===== config.mk =====
export PLATFORM = sky130hd
export DESIGN_NAME = announcement_switch_tracker_unit
export DESIGN_NICKNAME = d
export VERILOG_FILES = /design/src/hw/rtl/ast_pkg.sv /design/src/hw/rtl/announcement_switch_tracker_unit.sv /design/src/hw/rtl/ast_entry_update.sv
export SDC_FILE = /design/constraint.sdc
export NUM_CORES = 1
export LEC_CHECK = 0
export ABC_AREA = 0
export BUFFER_PORTS_ARGS = -buffer_cell sky130_fd_sc_hd__buf_2
export CAP_MARGIN = 5
export CORE_AREA = 2 2 199 201
export CTS_BUF_LIST = sky130_fd_sc_hd__clkbuf_8
export CTS_CLUSTER_SIZE = 28
export DETAILED_ROUTE_END_ITERATION = 10
export DIE_AREA = 0 0 201 203
export PLACE_DENSITY = 0.64
export SLEW_MARGIN = 0
export SYNTH_ARGS = -nofsm -noshare
export SYNTH_HDL_FRONTEND = slang
export SYNTH_SLANG_ARGS = --single-unit

===== constraint.sdc =====
create_clock -name clk_i -period 12.35 [get_ports clk_i]
set_input_delay 2.47 -clock clk_i [delete_from_list [all_inputs] [get_ports clk_i]]
set_output_delay 2.47 -clock clk_i [all_outputs]
set_load 0.005 [all_outputs]

===== src/hw/rtl/ast_pkg.sv =====
// shared types and constants for the announcement switch tracker
// no dependencies; imported by the entry update logic and the top level
package ast_pkg;

  // per-cluster status codes
  typedef enum logic [1:0] {
    StIdle     = 2'd0,
    StNew      = 2'd1,
    StRepeated = 2'd2,
    StDisabled = 2'd3
  } status_e;

  localparam int unsigned DefaultClusters = 32;
  localparam int unsigned IndexWidth      = 5;
  localparam int unsigned CountWidth      = 8;
  localparam int unsigned DataWidth       = 32;
  localparam int unsigned AddrWidth       = 3;

  // timeout register reset: 2000 ms / 24 ms frames
  localparam logic [CountWidth-1:0] TimeoutReset = CountWidth'(2000 / 24);

  // register index, taken from paddr[2]
  localparam logic RegTimeout = 1'b0;

  // result of one entry update
  typedef struct packed {
    status_e               status;
    logic [CountWidth-1:0] count;
    logic                  enter_fast;
    logic                  leave_fast;
  } entry_upd_t;

  // new and disabled clusters are sent at the fast rate
  function automatic logic is_fast(status_e st);
    return (st == StNew) || (st == StDisabled);
  endfunction

endpackage


===== src/hw/rtl/announcement_switch_tracker_unit.sv =====
// top level of the announcement switch tracker: tables, counters, handshakes
// depends on ast_pkg and ast_entry_update
//
// Each accepted transaction is one observation of one cluster. It is taken
// into an input register; when the result register can advance, the cluster's
// status and countdown are read from flip-flop tables, updated, written back
// and placed in the result register. A new observation is accepted every
// cycle while results are taken.
// Observations of a cluster index of CLUSTERS or more change nothing and
// return status idle and countdown zero. fast_rate is high while any cluster
// is new or disabled. The timeout register (byte address 0) is loaded into
// the countdown on entry to new or disabled; write it only while idle.
module announcement_switch_tracker_unit
  import ast_pkg::*;
#(
  parameter int unsigned CLUSTERS = DefaultClusters
) (
  input  logic                  clk_i,
  input  logic                  rst_ni,
  // configuration port
  input  logic                  psel,
  input  logic                  penable,
  input  logic                  pwrite,
  input  logic [AddrWidth-1:0]  paddr,
  input  logic [DataWidth-1:0]  pwdata,
  output logic [DataWidth-1:0]  prdata,
  output logic                  pready,
  // observation channel
  input  logic                  in_valid_i,
  output logic                  in_ready_o,
  input  logic [IndexWidth-1:0] cluster_index_i,
  input  logic                  cluster_active_i,
  // result channel
  output logic                  out_valid_o,
  input  logic                  out_ready_i,
  output logic [1:0]            cluster_status_o,
  output logic [CountWidth-1:0] countdown_left_o,
  output logic                  fast_rate_o
);

  // only indexes below 2**IndexWidth are reachable
  localparam int unsigned MaxIndexed = 2 ** IndexWidth;
  localparam int unsigned Depth      = (CLUSTERS < MaxIndexed) ? CLUSTERS : MaxIndexed;
  localparam int unsigned TabIdxW    = (Depth > 1) ? $clog2(Depth) : 1;
  localparam int unsigned FastCntW   = $clog2(Depth + 1);

  logic [CountWidth-1:0] timeout_q;

  logic                  s1_valid_q;
  logic [IndexWidth-1:0] s1_index_q;
  logic                  s1_active_q;

  status_e               status_tab_q [Depth];
  logic [CountWidth-1:0] count_tab_q  [Depth];
  logic [FastCntW-1:0]   fast_cnt_q;
  logic [FastCntW-1:0]   fast_cnt_d;

  logic                  out_valid_q;
  status_e               out_status_q;
  logic [CountWidth-1:0] out_count_q;
  logic                  out_fast_q;

  logic                  advance;
  logic                  in_range;
  logic [TabIdxW-1:0]    tab_idx;
  status_e               old_status;
  logic [CountWidth-1:0] old_count;
  entry_upd_t            upd;
  status_e               res_status;
  logic [CountWidth-1:0] res_count;
  logic                  cfg_write;

  // configuration register
  assign pready    = 1'b1;
  assign cfg_write = psel && penable && pwrite;

  always_ff @(posedge clk_i or negedge rst_ni) begin
    if (!rst_ni) begin
      timeout_q <= TimeoutReset;
    end else if (cfg_write && (paddr[2] == RegTimeout)) begin
      timeout_q <= pwdata[CountWidth-1:0];
    end
  end

  always_comb begin
    prdata = '0;
    if (paddr[2] == RegTimeout) begin
      prdata = DataWidth'(timeout_q);
    end
  end

  // handshakes
  assign advance     = !out_valid_q || out_ready_i;
  assign in_ready_o  = !s1_valid_q || advance;
  assign out_valid_o = out_valid_q;

  // input register
  always_ff @(posedge clk_i or negedge rst_ni) begin
    if (!rst_ni) begin
      s1_valid_q <= 1'b0;
    end else if (in_ready_o) begin
      s1_valid_q <= in_valid_i;
    end
  end

  always_ff @(posedge clk_i) begin
    if (in_ready_o && in_valid_i) begin
      s1_index_q  <= cluster_index_i;
      s1_active_q <= cluster_active_i;
    end
  end

  // table read
  assign in_range = (int'(s1_index_q) < int'(CLUSTERS));
  assign tab_idx  = TabIdxW'(s1_index_q);

  always_comb begin
    old_status = StIdle;
    old_count  = '0;
    if (in_range) begin
      old_status = status_tab_q[tab_idx];
      old_count  = count_tab_q[tab_idx];
    end
  end

  ast_entry_update u_entry_update (
    .old_status_i (old_status),
    .old_count_i  (old_count),
    .active_i     (s1_active_q),
    .timeout_i    (timeout_q),
    .upd_o        (upd)
  );

  // result values and fast entry count
  always_comb begin
    res_status = StIdle;
    res_count  = '0;
    fast_cnt_d = fast_cnt_q;
    if (in_range) begin
      res_status = upd.status;
      res_count  = upd.count;
      if (upd.leave_fast && (fast_cnt_q != '0)) begin
        fast_cnt_d = fast_cnt_q - FastCntW'(1);
      end else if (upd.enter_fast) begin
        fast_cnt_d = fast_cnt_q + FastCntW'(1);
      end
    end
  end

  // table write-back and fast count
  always_ff @(posedge clk_i or negedge rst_ni) begin
    if (!rst_ni) begin
      for (int i = 0; i < int'(Depth); i++) begin
        status_tab_q[i] <= StIdle;
        count_tab_q[i]  <= '0;
      end
      fast_cnt_q <= '0;
    end else if (s1_valid_q && advance) begin
      if (in_range) begin
        status_tab_q[tab_idx] <= upd.status;
        count_tab_q[tab_idx]  <= upd.count;
      end
      fast_cnt_q <= fast_cnt_d;
    end
  end

  // result register
  always_ff @(posedge clk_i or negedge rst_ni) begin
    if (!rst_ni) begin
      out_valid_q <= 1'b0;
    end else if (advance) begin
      out_valid_q <= s1_valid_q;
    end
  end

  always_ff @(posedge clk_i) begin
    if (s1_valid_q && advance) begin
      out_status_q <= res_status;
      out_count_q  <= res_count;
      out_fast_q   <= (fast_cnt_d != '0);
    end
  end

  assign cluster_status_o = out_status_q;
  assign countdown_left_o = out_count_q;
  assign fast_rate_o      = out_fast_q;

endmodule


===== src/hw/rtl/ast_entry_update.sv =====
// next status and countdown of one cluster entry
// depends on ast_pkg
module ast_entry_update
  import ast_pkg::*;
(
  input  status_e               old_status_i,
  input  logic [CountWidth-1:0] old_count_i,
  input  logic                  active_i,
  input  logic [CountWidth-1:0] timeout_i,
  output entry_upd_t            upd_o
);

  status_e               status;
  logic [CountWidth-1:0] count;
  logic                  count_expired;

  assign count_expired = (old_count_i <= CountWidth'(1));

  // status transition
  always_comb begin
    status = old_status_i;
    count  = old_count_i;
    if (active_i) begin
      unique case (old_status_i)
        StNew: begin
          if (count_expired) begin
            status = StRepeated;
            count  = '0;
          end else begin
            count = old_count_i - CountWidth'(1);
          end
        end
        StIdle, StDisabled: begin
          status = StNew;
          count  = timeout_i;
        end
        default: begin
          status = old_status_i;
          count  = old_count_i;
        end
      endcase
    end else begin
      unique case (old_status_i)
        StDisabled: begin
          if (count_expired) begin
            status = StIdle;
            count  = '0;
          end else begin
            count = old_count_i - CountWidth'(1);
          end
        end
        StNew, StRepeated: begin
          status = StDisabled;
          count  = timeout_i;
        end
        default: begin
          status = old_status_i;
          count  = old_count_i;
        end
      endcase
    end
  end

  // fast-rate membership change
  assign upd_o.status     = status;
  assign upd_o.count      = count;
  assign upd_o.enter_fast = !is_fast(old_status_i) && is_fast(status);
  assign upd_o.leave_fast = is_fast(old_status_i) && !is_fast(status);

endmodule


# Word level (Yosys, flattened, before mapping)
# Cells that the tools add are included.
[classes]
n_addsub = 3
multipliers = 0
div = 0
n_lt_le_gt_ge = 3
eq_ne = 5
n_shift = 0
mux = 24
bitwise_logic = 2
n_reduce_logical = 22
[op_table]
columns = ["op", "count"]
rows = [
  ["256-bit bitwise mux", 1],
  ["64-bit bitwise mux", 1],
  ["8-bit 2-to-1 mux", 6],
  ["8-bit binary-select mux with 5-bit select", 1],
  ["8-bit demux with 5-bit select", 1],
  ["8-bit one-hot mux with 2 select lines", 2],
  ["2-bit 2-to-1 mux", 6],
  ["6-bit 2-to-1 mux", 2],
  ["6-bit nonzero test", 2],
  ["2-bit binary-select mux with 5-bit select", 1],
  ["2-bit demux with 5-bit select", 1],
  ["1-bit logical AND", 9],
  ["8-bit by 1-bit less-or-equal comparator with 1-bit output, second input constant", 1],
  ["2-bit one-hot mux with 2 select lines", 2],
  ["8-bit by 1-bit subtractor with 8-bit output, second input constant", 1],
  ["6-bit by 1-bit adder with 6-bit output, second input constant", 1],
  ["2-bit equality test, second input constant", 3],
  ["6-bit >= comparator, second input constant", 1],
  ["6-bit by 1-bit less-than comparator with 1-bit output, second input constant", 1],
  ["5-bit inverter with 6-bit output", 1],
  ["6-bit by 1-bit subtractor with 6-bit output, second input constant", 1],
  ["2-bit by 1-bit equality test with 1-bit output, second input constant", 2],
  ["1-bit zero test", 4],
  ["1-bit logical OR", 4],
  ["other kinds (3)", 4],
]
[totals]
reg_bits = 353
latchBits = 0
ramBits = 0
romBits = 0
in_bits = 48
output_inout_bits = 46
word_cells = 132
n_memories = 0

# Logic depth before layout (Yosys ltp)
[logic_depth]
ltp_word = 15
depth_mapped = 20
ltp_nobuf = 14

# Cells and area by module
# A second synthesis with hierarchy kept.
[hier_totals]
cells_unflattened = 1112
hier_area_um2 = 16910.0
[modules_own_cells]
columns = ["mod", "n_inst", "cells_per_inst", "area_each_um2", "seq_area_each_um2"]
rows = [
  ["announcement_switch_tracker_unit", 1, 1019, 16243.1, 8923.6],
  ["ast_entry_update", 1, 93, 666.9, 0.0],
]

# Least setup slack after synthesis
# OpenSTA, ideal clock, no wires.
[synth_timing]
path_kind = "input-to-output"
start = "in out_ready_i"
end = "out in_ready_o"
arrival_ns = 2.644
t_required_ns = 9.880
setup_slack_ns = 7.236
stages = 1
path_buffers = 0
cell_sequence = "nand3b_1"
[synth_via]
elab_chain_len = 2
[synth_lines]
columns = ["item", "line_no", "rtl"]
rows = [
  ["start, declared", "announcement_switch_tracker_unit.sv:35", "input logic out_ready_i,"],
  ["1-bit logical OR", "announcement_switch_tracker_unit.sv:93", "assign advance = !out_valid_q || out_ready_i;"],
  ["1-bit logical OR", "announcement_switch_tracker_unit.sv:94", "assign in_ready_o = !s1_valid_q || advance;"],
  ["end, declared", "announcement_switch_tracker_unit.sv:30", "output logic in_ready_o,"],
]
# No other way between the ends.

# Final worst setup path
[layout_timing]
start = "reg s1_index_q[1]"
end = "reg out_fast_q (netlist: fast_rate_o) (data pin)"
[layout_via]
elab_chain_len = 15
elab_cells_between_ends = 31
cone_classes = "order compare (1); eq/ne (5); mux (13); bitwise (1); reduce/logical (11)"
[layout_lines]
columns = ["item", "line_no", "rtl"]
rows = [
  ["start, declared", "announcement_switch_tracker_unit.sv:50", "logic [IndexWidth-1:0] s1_index_q;"],
  ["start signal, assigned", "announcement_switch_tracker_unit.sv:108", "s1_index_q <= cluster_index_i;"],
  ["5-bit inverter with 6-bit output (implied by the code) (*)", "announcement_switch_tracker_unit.sv:121, announcement_switch_tracker_unit.sv:122", ""],
  ["8-bit binary-select mux with 5-bit select or 2-bit binary-select mux with 5-bit select (tied branches)", "announcement_switch_tracker_unit.sv:122, announcement_switch_tracker_unit.sv:121", ""],
  ["8-bit 2-to-1 mux (implied by the code) or 2-bit 2-to-1 mux (tied branches) (2 in series)", "announcement_switch_tracker_unit.sv:122, announcement_switch_tracker_unit.sv:121", ""],
  ["8-bit by 1-bit less-or-equal comparator with 1-bit output, or another cell as far along", "ast_entry_update.sv:17", "assign count_expired = (old_count_i <= CountWidth'(1));"],
  ["2-bit 2-to-1 mux, or another cell as far along", "ast_entry_update.sv:45", "if (count_expired) begin"],
  ["2-bit one-hot mux with 2 select lines, on equally long branches", "ast_entry_update.sv:43, ast_entry_update.sv:24", ""],
  ["2-bit 2-to-1 mux (*)", "ast_entry_update.sv:23", "if (active_i) begin"],
  ["net u_entry_update.status[0]", "ast_entry_update.sv:13", "status_e status;"],
  ["2-bit by 1-bit equality test with 1-bit output or 2-bit equality test (tied branches)", "ast_pkg.sv:35", "return (st == StNew) || (st == StDisabled);"],
  ["1-bit logical OR (*)", "ast_pkg.sv:35", ""],
  ["1-bit zero test", "ast_entry_update.sv:68", "assign upd_o.leave_fast = is_fast(old_status_i) && !is_fast(status);"],
  ["1-bit logical AND", "ast_entry_update.sv:68", ""],
  ["1-bit logical AND", "announcement_switch_tracker_unit.sv:142", "if (upd.leave_fast && (fast_cnt_q != '0)) begin"],
  ["6-bit 2-to-1 mux (*)", "announcement_switch_tracker_unit.sv:142", ""],
  ["6-bit nonzero test (*)", "announcement_switch_tracker_unit.sv:180", "out_fast_q <= (fast_cnt_d != '0);"],
  ["end signal, assigned", "announcement_switch_tracker_unit.sv:180", ""],
  ["end, declared", "announcement_switch_tracker_unit.sv:61", "logic out_fast_q;"],
]
# Mark *: on every way through the listed nets, which the timed path passes. The rest lies on a longest branch. The select of a mux whose other input is x is not followed.
# A chain may end at the register's enable or synchronous reset.

==> flow_summary.yaml <==
run_status:
  status: "complete, no violations"
place:
  port_buffers: 42
  hpwl_um: 27900
  dp_slack_ns: 5.88
  gp_congestion: 0.891
logic_synthesis:
  synthCells: 1480
  synth_top_area_share_pct: 48.4
  yosys-top-cells-area: "dfrtp_1 48%, mux2_2 11%, mux2i_1 6.9%"
  synth_cell_types: 75
  syn-mean-instance-area_um2: 11.6
  synth-async-reset-ratio_pct: 95.2
  synth_ff_type: "dfrtp_1"
  yosysMostFrequentCell: "dfrtp_1"
  synth_common_cells: "332 x dfrtp_1, 220 x nand2_1, 172 x mux2_2"
  yosysSeqAreaShare_pct: 52.0
  ys_seq_elements: 353
  synth-edff-count: 17
  yosysTopAreaCell: "dfrtp_1"
  syn_area_um2: 17200
  synth_warnings: 0
floorplanning:
  die_area_um2: 40800
  core_area_um2: 38500
  die_width_um: 201
  die-height_um: 203
  io_pins: 94
  rows: 72
  start_util_pct: 44.6
routing:
  ant_nets: 0
  wl_per_cell_um: 21.6
  drt_wl_total_um: 44100
  drc: 0
  routed_via_density: 5.69
  drt_iter0_markers: 911
  first_pass_iters: 6
  vias: 11600
grt:
  grt_pass1_wl_um: 68700
  antenna_found_initial: 0
  grt-ovfl-total: 0
  grt_usage_pct: 22.0
  grt_pass1_vias: 11500
  grt_max_degree: 179
sta:
  final.setup_skew_ns: 0.0280
  timing.final.ws_setup_ns: 5.66
  min_period_ns: 6.69
  worstMarginPinSlew_ns: 1.13
  rsz0062_at_grt: "false"
  setup_violations: 0
  hold_viol: 0
  fmax_ghz: 0.150
  fin_crit_sh_pct: 54.1
  max_slew_margin_pct: 22.9
  fin_tns_setup_ns: 0
  final-max-slew-violation-count: 0
worst_hold_path:
  min_from: "count_tab_q[82]"
  holdPathEnd: "count_tab_q[82]"
  worstHoldPathCells: 2
  hold_path.class: "reg -> reg"
critical_path:
  rr_startpoint: "s1_index_q[1]"
  worstPathCellList: "buf_4 -> buf_12 -> mux2i_1 -> o22ai_1 -> nor4_1 -> nand2_1 -> inv_1 -> ha_1 -> inv_1 -> and3_1 -> nor3_1 -> a21o_1 -> buf_4 -> clkinv_1 -> mux2i_1 -> xor2_1 -> a2111o_1"
  r2r_cells: 17
  required_ns: 12.75
  start_kind: "register"
  critPathTopFamily: "buffers and inverters"
  slowest_delay_ns: 0.92
  ff2ff_setup_slack_ns: 5.66
  worstReg2RegEnd: "fast_rate_o"
  cp-startpoint: "s1_index_q[1]"
  arrival_ns: 7.09
  cpMaxStageDelayCell: "nor4_1"
  critPathKind: "reg -> reg"
  worstPathMaxFanout: 111
  critPathBufInv: 6
  cp-end-kind: "register"
clock_tree:
  htree_levels: 2
  clkLatencyLatePin_ns: 0.66
  cts.sinks: 353
  cts_inserted_buffers: 59
  clockBufferDepth: 3
  clk_pin_slew_ns: 0.06
  cts_setup_buffers: 0
  cts_tree: "yes"
  cts_hold_buf: 0
  cts_root_buffer: "clkbuf_8"
  cts_resized: 0
power_and_ir_drop:
  ir_worst_vdd_uv: 101
  p_per_area_nw_per_um2: 198
  p_leak_nw: 8.65
finish:
  drive_gt1_share_pct: 25.0
  layout.nets: 1539
  fin_util_pct: 48.6
  syn_to_final_growth_pct: 8.96
  n_antenna_cell: 0
run:
  drv_cap: 0
-- layer usage --
metal | wire length [um] | track usage (%) | up-vias
met3 | 2550 | 3.16 | 86
met5 | 0 | 0 | -
met2 | 20600 | 35.1 | 385
met1 | 19500 | 30.3 | 5875
met4 | 1550 | 9.15 | 0
li1 | - | - | 5288
-- worst max path at each step --
stage	endpoint	slack, ns	cells after the start
2_1_floorplan	in_ready_o	7.24	1
3_3_place_gp	fast_rate_o	5.94	17
3_5_place_dp	fast_rate_o	5.88	17
4_1_cts	fast_rate_o	5.84	17
5_1_grt	fast_rate_o	5.32	17
6_report	fast_rate_o	5.66	17
-- area by class of cell --
class	instances	area (um^2)
fill	3513	19800
sequential	353	8920
multi-input combinational	990	7470
clock buffer	73	1000
tap	518	648
timing repair buffer	61	388
clock inverter	31	189
inverter	17	63.8
-- logic make-up after synthesis --
group           Yosys count  share of synthesized area, %
flops                   353                          52.0
xor+xnor                  8                         0.408
simple gates            344                          10.3
fa+ha+maj                 9                         0.656
compound gates          288                          10.0
other cells               2                        0.0438
mux                     316                          21.5
buf+inv                 160                          5.07
-- power by group --
group	switching [mW]	internal, mW
clock network	0.472	0.571
logic	0.649	0.396
registers	0.154	1.46
total	1.28	2.43
-- sequential cells by signal, summed over array words and instances, names as in the netlist --
register / cells
count_tab_q: 256
status_tab_q: 64
countdown_left_o: 8
timeout_q: 8
fast_cnt_q: 6
s1_index_q: 5
cluster_status_o: 2
fast_rate_o: 1
out_valid_o: 1
s1_active_q: 1
s1_valid_q: 1
-- tightest hold or removal path, stage by stage (launching register included) --
cell	delay (ns)
dfrtp_1	0.34
nand2_1	0.04
o21ai_0	0.06
-- cell usage in the layout, fill, tap and decap left out, drive strengths merged, types with 5 or more instances in the layout --
| cell | count |
|---|---|
| buf | 61 |
| nand2 | 220 |
| clkbuf | 73 |
| nand2b | 7 |
| nor2b | 12 |
| nor3 | 9 |
| nor4 | 17 |
| ha | 9 |
| nor2 | 18 |
| dfrtp | 332 |
| o21ai | 172 |
| o22ai | 56 |
| a22oi | 11 |
| clkinv | 11 |
| conb | 25 |
| xnor2 | 5 |
| nand4 | 8 |
| inv | 34 |
| and2 | 5 |
| a21oi | 15 |
| nand4b | 6 |
| edfxtp | 17 |
| nand4bb | 5 |
| mux2 | 172 |
| mux2i | 119 |
| mux4 | 25 |
| nand3 | 10 |
-- metrics by stage --
| stage | hold slack (ns) | instance area [um^2] | power (mW) | instances |
|---|---|---|---|---|
| floorplan | 0.445 | 17200 | 2.35 | 1503 |
| global placement | 0.456 | 17500 | 2.63 | 1939 |
| detailed placement | 0.468 | 17500 | 2.68 | 1939 |
| CTS | 0.482 | 18700 | 3.73 | 2043 |
| global route | 0.498 | 18700 | 3.93 | 2043 |
| finish | 0.476 | 18700 | 3.71 | 2043 |
No activity file was read; power rests on OpenSTA's default activity.
